===== src/hdl/cft_pkg.sv =====
// shared types and constants for the csv field tokenizer
`default_nettype none

package cft_pkg;

   // parser modes
   typedef enum logic [2:0] {
      MODE_PLAIN  = 3'd0,
      MODE_QUOTED = 3'd1,
      MODE_DBLQ   = 3'd2,
      MODE_ESCAPE = 3'd3,
      MODE_CLOSED = 3'd4,
      MODE_ERROR  = 3'd5
   } mode_type;

   // input opcodes
   localparam logic OP_DATA = 1'b0;
   localparam logic OP_END  = 1'b1;

   // result kinds
   localparam logic [1:0] KIND_BYTE  = 2'd0;
   localparam logic [1:0] KIND_SEP   = 2'd1;
   localparam logic [1:0] KIND_END   = 2'd2;
   localparam logic [1:0] KIND_ERROR = 2'd3;

   // error codes
   localparam logic [1:0] ERR_NONE        = 2'd0;
   localparam logic [1:0] ERR_QUOTE_MID   = 2'd1;
   localparam logic [1:0] ERR_BAD_AFTER_Q = 2'd2;
   localparam logic [1:0] ERR_TEXT_AFTER  = 2'd3;

   // register indexes
   localparam logic [1:0] CSR_SEPARATOR = 2'd0;
   localparam logic [1:0] CSR_QUOTE     = 2'd1;
   localparam logic [1:0] CSR_ESCAPE    = 2'd2;

   localparam logic [7:0] SEPARATOR_RESET = 8'd44;
   localparam logic [7:0] QUOTE_RESET     = 8'd34;
   localparam logic [7:0] ESCAPE_RESET    = 8'd34;
   localparam logic [7:0] NUL_BYTE        = 8'd0;

   typedef struct packed {
      logic [7:0] separator_byte;
      logic [7:0] quote_byte;
      logic [7:0] escape_byte;
   } cfg_type;

   typedef struct packed {
      logic       valid;
      logic [1:0] result_kind;
      logic [7:0] field_byte;
      logic [1:0] error_code;
   } result_type;

endpackage

`default_nettype wire


===== src/hdl/csv_field_tokenizer_top.sv =====
// top level of the csv field tokenizer: registers, input and result stages
//
// usage
//   req channel: one transfer per byte (req_opcode 0, req_byte_value) or an
//   end-of-buffer marker (req_opcode 1). rsp channel: at most one result per
//   transfer in: field byte, field end (separator or end of buffer) or error.
//   csr port: write separator (index 0), quote (1) and escape (2) while idle.
// timing
//   an accepted item sits in the input register and is parsed on the way into
//   the result register, from which its result shows on rsp. one item per
//   cycle sustained while rsp_ready stays high; the parser state update in the
//   single input-to-result stage is the only loop.
// reset
//   synchronous; registers return to comma, double quote, double quote; the
//   parser returns to the start of a buffer with both stages empty.
// stalls
//   while rsp_ready is low and a result is held, nothing leaves the input
//   register; it takes one more transfer if empty, then req_ready stays low
//   until the held result is taken.
`default_nettype none

module csv_field_tokenizer_top (
   input  wire        clock,
   input  wire        reset,
   // config write port
   input  wire        csr_write_enable,
   input  wire  [1:0] csr_index,
   input  wire  [7:0] csr_write_data,
   // input channel
   input  wire        req_valid,
   output logic       req_ready,
   input  wire        req_opcode,
   input  wire  [7:0] req_byte_value,
   // result channel
   output logic       rsp_valid,
   input  wire        rsp_ready,
   output logic [1:0] rsp_result_kind,
   output logic [7:0] rsp_field_byte,
   output logic [1:0] rsp_error_code
);

   cft_pkg::cfg_type    cfg_ff;
   cft_pkg::result_type parse_result;

   logic       in_valid_ff;
   logic       in_opcode_ff;
   logic [7:0] in_byte_ff;

   logic       out_valid_ff;
   logic [1:0] out_kind_ff;
   logic [7:0] out_byte_ff;
   logic [1:0] out_err_ff;

   logic out_free;
   logic step;

   // config registers, unknown indexes are ignored
   always_ff @(posedge clock) begin
      if (reset) begin
         cfg_ff.separator_byte <= cft_pkg::SEPARATOR_RESET;
         cfg_ff.quote_byte     <= cft_pkg::QUOTE_RESET;
         cfg_ff.escape_byte    <= cft_pkg::ESCAPE_RESET;
      end else if (csr_write_enable) begin
         case (csr_index)
            cft_pkg::CSR_SEPARATOR: cfg_ff.separator_byte <= csr_write_data;
            cft_pkg::CSR_QUOTE:     cfg_ff.quote_byte     <= csr_write_data;
            cft_pkg::CSR_ESCAPE:    cfg_ff.escape_byte    <= csr_write_data;
            default: begin
            end
         endcase
      end
   end

   // result register is free when empty or being drained this cycle
   assign out_free  = !out_valid_ff || rsp_ready;
   // held item moves through the parser when its result has somewhere to go
   assign step      = in_valid_ff && out_free;
   assign req_ready = !in_valid_ff || out_free;

   // input register
   always_ff @(posedge clock) begin
      if (reset) begin
         in_valid_ff <= 1'b0;
      end else if (req_ready) begin
         in_valid_ff <= req_valid;
      end
   end

   always_ff @(posedge clock) begin
      if (req_ready && req_valid) begin
         in_opcode_ff <= req_opcode;
         in_byte_ff   <= req_byte_value;
      end
   end

   cft_parse u_parse (
      .clock      (clock),
      .reset      (reset),
      .step       (step),
      .opcode     (in_opcode_ff),
      .byte_value (in_byte_ff),
      .cfg        (cfg_ff),
      .result     (parse_result)
   );

   // result register
   always_ff @(posedge clock) begin
      if (reset) begin
         out_valid_ff <= 1'b0;
      end else if (out_free) begin
         out_valid_ff <= step && parse_result.valid;
      end
   end

   always_ff @(posedge clock) begin
      if (step && parse_result.valid) begin
         out_kind_ff <= parse_result.result_kind;
         out_byte_ff <= parse_result.field_byte;
         out_err_ff  <= parse_result.error_code;
      end
   end

   assign rsp_valid       = out_valid_ff;
   assign rsp_result_kind = out_kind_ff;
   assign rsp_field_byte  = out_byte_ff;
   assign rsp_error_code  = out_err_ff;

endmodule

`default_nettype wire


===== src/hdl/cft_parse.sv =====
// parser state and next-state logic, one item per step
`default_nettype none

module cft_parse (
   input  wire                      clock,
   input  wire                      reset,
   input  wire                      step,
   input  wire                      opcode,
   input  wire  [7:0]               byte_value,
   input  wire  cft_pkg::cfg_type   cfg,
   output cft_pkg::result_type      result
);

   cft_pkg::mode_type mode_ff, mode_in;
   logic              field_started_ff, field_started_in;
   logic              at_buffer_start_ff, at_buffer_start_in;

   always_ff @(posedge clock) begin
      if (reset) begin
         mode_ff            <= cft_pkg::MODE_PLAIN;
         field_started_ff   <= 1'b0;
         at_buffer_start_ff <= 1'b1;
      end else if (step) begin
         mode_ff            <= mode_in;
         field_started_ff   <= field_started_in;
         at_buffer_start_ff <= at_buffer_start_in;
      end
   end

   always_comb begin
      logic is_sep;
      logic is_quote;
      logic is_escape;
      logic dbl_mode;

      is_sep    = (byte_value == cfg.separator_byte) || (byte_value == cft_pkg::NUL_BYTE);
      is_quote  = (byte_value == cfg.quote_byte);
      is_escape = (byte_value == cfg.escape_byte);
      dbl_mode  = (cfg.quote_byte == cfg.escape_byte);

      mode_in            = mode_ff;
      field_started_in   = field_started_ff;
      at_buffer_start_in = at_buffer_start_ff;
      result.valid       = 1'b0;
      result.result_kind = cft_pkg::KIND_BYTE;
      result.field_byte  = 8'd0;
      result.error_code  = cft_pkg::ERR_NONE;

      if (opcode == cft_pkg::OP_END) begin
         mode_in            = cft_pkg::MODE_PLAIN;
         field_started_in   = 1'b0;
         at_buffer_start_in = 1'b1;
         if (mode_ff != cft_pkg::MODE_ERROR) begin
            result.valid       = 1'b1;
            result.result_kind = cft_pkg::KIND_END;
         end
      end else if (at_buffer_start_ff && is_sep) begin
         // leading separator of a buffer is dropped
         at_buffer_start_in = 1'b0;
      end else begin
         at_buffer_start_in = 1'b0;
         case (mode_ff)
            cft_pkg::MODE_PLAIN: begin
               if (is_quote) begin
                  if (field_started_ff) begin
                     mode_in            = cft_pkg::MODE_ERROR;
                     result.valid       = 1'b1;
                     result.result_kind = cft_pkg::KIND_ERROR;
                     result.error_code  = cft_pkg::ERR_QUOTE_MID;
                  end else begin
                     mode_in = cft_pkg::MODE_QUOTED;
                  end
               end else if (is_sep) begin
                  field_started_in   = 1'b0;
                  result.valid       = 1'b1;
                  result.result_kind = cft_pkg::KIND_SEP;
               end else begin
                  field_started_in  = 1'b1;
                  result.valid      = 1'b1;
                  result.field_byte = byte_value;
               end
            end
            cft_pkg::MODE_QUOTED: begin
               if (dbl_mode && is_quote) begin
                  mode_in = cft_pkg::MODE_DBLQ;
               end else if (!dbl_mode && is_escape) begin
                  mode_in = cft_pkg::MODE_ESCAPE;
               end else if (!dbl_mode && is_quote) begin
                  mode_in = cft_pkg::MODE_CLOSED;
               end else begin
                  result.valid      = 1'b1;
                  result.field_byte = byte_value;
               end
            end
            cft_pkg::MODE_DBLQ: begin
               if (is_quote) begin
                  // doubled quote stands for one quote
                  mode_in           = cft_pkg::MODE_QUOTED;
                  result.valid      = 1'b1;
                  result.field_byte = byte_value;
               end else if (is_sep) begin
                  mode_in            = cft_pkg::MODE_PLAIN;
                  field_started_in   = 1'b0;
                  result.valid       = 1'b1;
                  result.result_kind = cft_pkg::KIND_SEP;
               end else begin
                  mode_in            = cft_pkg::MODE_ERROR;
                  result.valid       = 1'b1;
                  result.result_kind = cft_pkg::KIND_ERROR;
                  result.error_code  = cft_pkg::ERR_BAD_AFTER_Q;
               end
            end
            cft_pkg::MODE_ESCAPE: begin
               mode_in           = cft_pkg::MODE_QUOTED;
               result.valid      = 1'b1;
               result.field_byte = byte_value;
            end
            cft_pkg::MODE_CLOSED: begin
               if (is_sep) begin
                  mode_in            = cft_pkg::MODE_PLAIN;
                  field_started_in   = 1'b0;
                  result.valid       = 1'b1;
                  result.result_kind = cft_pkg::KIND_SEP;
               end else begin
                  mode_in            = cft_pkg::MODE_ERROR;
                  result.valid       = 1'b1;
                  result.result_kind = cft_pkg::KIND_ERROR;
                  result.error_code  = cft_pkg::ERR_TEXT_AFTER;
               end
            end
            default: begin
               // error mode drops data until end of buffer
               mode_in = cft_pkg::MODE_ERROR;
            end
         endcase
      end
   end

endmodule

`default_nettype wire


===== config.mk =====
export PLATFORM = sky130hd
export DESIGN_NAME = csv_field_tokenizer_top
export DESIGN_NICKNAME = d
export VERILOG_FILES = /design/src/hdl/cft_pkg.sv /design/src/hdl/csv_field_tokenizer_top.sv /design/src/hdl/cft_parse.sv
export SDC_FILE = /design/constraint.sdc
export NUM_CORES = 1
export LEC_CHECK = 0
export CAP_MARGIN = 10
export CORE_ASPECT_RATIO = 0.6
export CORE_MARGIN = 2
export CORE_UTILIZATION = 50
export DETAILED_ROUTE_END_ITERATION = 16
export DONT_BUFFER_PORTS = 1
export PLACE_DENSITY = 0.69
export SETUP_SLACK_MARGIN = 0.1
export SYNTH_ARGS = -nofsm -noshare
export SYNTH_HDL_FRONTEND = slang
export SYNTH_SLANG_ARGS = --single-unit

===== constraint.sdc =====
create_clock -name clock -period 2.9 [get_ports clock]
set_clock_uncertainty 0.15 [all_clocks]
set_input_delay 0.29 -clock clock [delete_from_list [all_inputs] [get_ports clock]]
set_output_delay 0.29 -clock clock [all_outputs]
set_load 0.02 [all_outputs]

==> results.md <==
* RSZ-0062 raised after global routing: no
* PD cells at ~480 nW/um2
* ANT nets after route at 0
* CP startpoint kind: flip-flop
* Initial Utilization at 0.5152
* Buffers on Ports at 0
* Unique cell type count in the Yosys netlist at 46
* First-pass GRT wire length at 9942 um
* Top FF cell, synth: dfxtp_1
* Layout Cells excl Fill at between 300 and 400
* Arr. time, crit path at 2.61 ns
* Die area at 5793 um2
* Initial DRC Count at 339
* Clock Tree Root: clkbuf_8
* Number of synthesized flops with an enable pin at 21
* Multi-input gate area at ~1300 um2
* Status: finished clean
* First-pass DRT Iterations at 5
* Post-DP HPWL at 4492 um
* # setup viols final at 0
* Xor/xnor cell area share of the yosys netlist at 0.1082
* TritonCTS clock tree: done
* Largest net degree at the start of global routing at 28
* Avg Inst Size Synth at 10.24 um2
* Crit path max-delay family: simple AND/OR/NAND/NOR gates
* Crit path max fanout at 11
* Net Sw Frac at 0.2545
* Die outline height at roughly 60 um
* Worst-skew pair later-pin latency at 0.30 ns
* Synth Net Count at 277
* Biggest area consumer among synthesized cells: edfxtp_1
* GR Overflow Total at 0
* Final Max Tran Viols at 0
* Hold/Removal Path Class: in2reg
* Clk sinks at 52
* Top cell type's share of synthesized area at 0.2434
* Num rows at 20
* Routed len/inst at 18.18 um
* Fin crit share at 0.8955
* Place WS at around 0.23 ns
* Via/cell ratio at between 6 and 7
* Slowest stage delay, CP at 0.50 ns
* Measured slew at the worst slew-check pin at 1.031 ns
* Area contributors post-synth: edfxtp_1 (24%), dfxtp_1 (24%), xnor2_1 (8.1%)
* Max_slew headroom at 0.3106
* P&R area growth vs syn at 15.64%
* Mux cell area share after synthesis at 0.07339
* Sequential cell area at 1251 um2
* Clock Path Buffers at 2
* Tmin final at about 2.6 ns
* Crit Path Class: reg2reg
* DR vias at approximately 2100
* GRT Total Usage at 0.2211
* Clk pwr share at 0.302
* CTS buffer count at 5
* Final instance area at 2997 um2
* Final hold vios at 0
* Post-Synth Simple-Gate Area at 0.1791
* Placed cell count at 316
* Nets at 301
* Number of fill cells at 437
* NetSw at approximately 360 uW
* Internal at 1.069 mW
* Ys Warns at 0
* Post-Syn Area at 2591 um2
* Setup_tns at 0 ns
* Core area at 5030 um2
* H-tree depth at 2
* Worst VDD drop at between 0.0003 and 0.0004 V
* Critical Path RT at 2.91 ns
* Compound-Gate Fraction of Synth Area at 0.1289
* CP Cell Sequence: xnor2_1 -> nand4_1 -> o21ai_2 -> buf_4 -> or4_4 -> a2111oi_4 -> and2_1
* Final antenna diode count at 0
* GP Congestion at 0.9305
* Sequential area share after synthesis at 0.4829
* Initial antenna violation count at 0
* Share of post-route cells with drive strength above 1 at 0.08273
* Die W at 96.94 um
* Placed Area at roughly 2700 um2
* Adder-Cell Fraction of Synth Area at 0
* Max-cap violation count at 0
* Vias in the first global route at about 1900
* I/O pin cnt at 38
* DRC errors left at 0
* Combinational Power Share at 0.111
* Setup slack after layout at between 0.3 and 0.4 ns
* Post-synthesis async set-or-reset flop share at 0
* Kind of end point of the critical path: flip-flop
* Cell at the slowest stage of the critical path: edfxtp_1
* Largest family of logic cells by synthesized area: simple AND/OR/NAND/NOR gates
* Leak at 1.118 nW
* Synthesized flop and latch total at 52
* Clk pin slew, worst setup/hold paths at approximately 0.1 ns
* Gate Count Post-Synth at 253
* Drt total wl at about 6300 um
* Worst path bufs/invs at 1
* Seq pwr share at 0.587
* Max Clk Rate at 385.1 MHz
-- cell families (layout without fill, tap and decap cells) --
| group | after synthesis | in the layout |
|---|---|---|
| flip-flops | 52 | 52 |
| AO/OA/AOI/OAI | 42 | 42 |
| multiplexers | 19 | 19 |
| buffers and inverters | 19 | 44 |
| XOR/XNOR | 32 | 32 |
| AND/OR/NAND/NOR | 89 | 89 |
-- metal layers --
layer,global-route usage,vias up,wire (um)
li1,-,959,-
met1,0.3365,972,3060
met2,0.3175,140,2522
met3,0.05731,10,618
met4,0.04225,0,51
met5,0,-,0
-- worst register-to-register path, cell delays in order, from the launching register on --
cell	delay, ns
edfxtp_1	0.50
xnor2_1	0.18
nand4_1	0.16
o21ai_2	0.08
buf_4	0.18
or4_4	0.50
a2111oi_4	0.47
and2_1	0.24
-- worst paths after layout --
| check | depth (start not counted) | slack (ns) | endpoint | start |
|---|---|---|---|---|
| max | 7 | 0.30 | rsp_field_byte[6] | in_byte_ff[3] |
| min | 2 | 0.001 | cfg_ff[7] | csr_write_data[7] |
| min reg2reg | 2 | 0.39 | u_parse.at_buffer_start_ff | u_parse.at_buffer_start_ff |
| max reg2reg | 7 | 0.30 | rsp_field_byte[6] | in_byte_ff[3] |
-- sequential cells by signal, summed over array words and instances, names as in the netlist --
register                    count
u_parse.field_started_ff        1
in_opcode_ff                    1
u_parse.at_buffer_start_ff      1
rsp_field_byte                  8
rsp_error_code                  2
cfg_ff                         24
u_parse.mode_ff                 3
rsp_result_kind                 2
rsp_valid                       1
in_valid_ff                     1
in_byte_ff                      8
-- power groups by stage --
stage | logic, mW | registers, mW | clock network, mW
floorplan | 0.107 | 0.846 | 0
global placement | 0.125 | 0.857 | 0
detailed placement | 0.128 | 0.858 | 0
CTS | 0.158 | 0.841 | 0.439
global route | 0.174 | 0.845 | 0.474
finish | 0.160 | 0.841 | 0.433
-- per-stage QoR --
| stage | power (mW) | util | hold WS [ns] |
|---|---|---|---|
| CTS | 1.438 | 0.5953 | 0.0007686 |
| global route | 1.493 | 0.5958 | 0.0002690 |
| finish | 1.434 | 0.5958 | 0.001308 |
| global placement | 0.9820 | 0.5368 | 0.2200 |
| detailed placement | 0.9855 | 0.5368 | 0.2187 |
| floorplan | 0.9528 | - | 0.2389 |
-- layout by cell type (no fill, tap or decap), types with 2 or more instances in the layout --
cell type and count:
nor2_1 34, dfxtp_1 31, xnor2_1 24, edfxtp_1 21
dlygate4sd3_1 20, mux2i_1 19, and2_1 11, buf_4 10
nand2_1 8, xor2_1 8, o21ai_0 7, a211o_1 7
inv_1 6, clkbuf_8 6, nor2b_1 5, nand4_1 5
a21oi_1 5, nand3_1 4, nor4_1 4, nor3_1 4
a211oi_1 3, o311ai_0 3, nand2b_1 2, and4_1 2
a22oi_1 2, nand3b_1 2, a31oi_1 2
-- synth_stat cells (all sizes together), types with 2 or more instances --
| library cell | count |
|---|---|
| o311ai | 4 |
| inv | 6 |
| clkbuf | 12 |
| mux2i | 19 |
| nor2b | 5 |
| nor2 | 35 |
| xor2 | 8 |
| a31oi | 2 |
| nor4 | 4 |
| o21ai | 8 |
| nand3 | 4 |
| nand2b | 2 |
| dfxtp | 31 |
| nand2 | 8 |
| xnor2 | 24 |
| nand4 | 6 |
| nand3b | 2 |
| and4 | 2 |
| a211oi | 3 |
| a21oi | 5 |
| a22oi | 2 |
| nor3 | 4 |
| a211o | 7 |
| and2 | 11 |
| edfxtp | 21 |
-- layout make-up --
class,count,area share
multi-input combinational,182,0.4242
sequential,52,0.4175
timing repair buffer,30,0.09186
clock buffer,7,0.02881
tap,66,0.02756
inverter,6,0.007516
clock inverter,1,0.002505
-- what timing repair did --
item,4_1_cts,5_1_grt
buffers inserted,0,0
endpoints found under the hold margin,36,0
resized for setup,0,1
hold buffers,20,0
setup endpoints to repair,0,12
(Power assumes the default switching activity.)
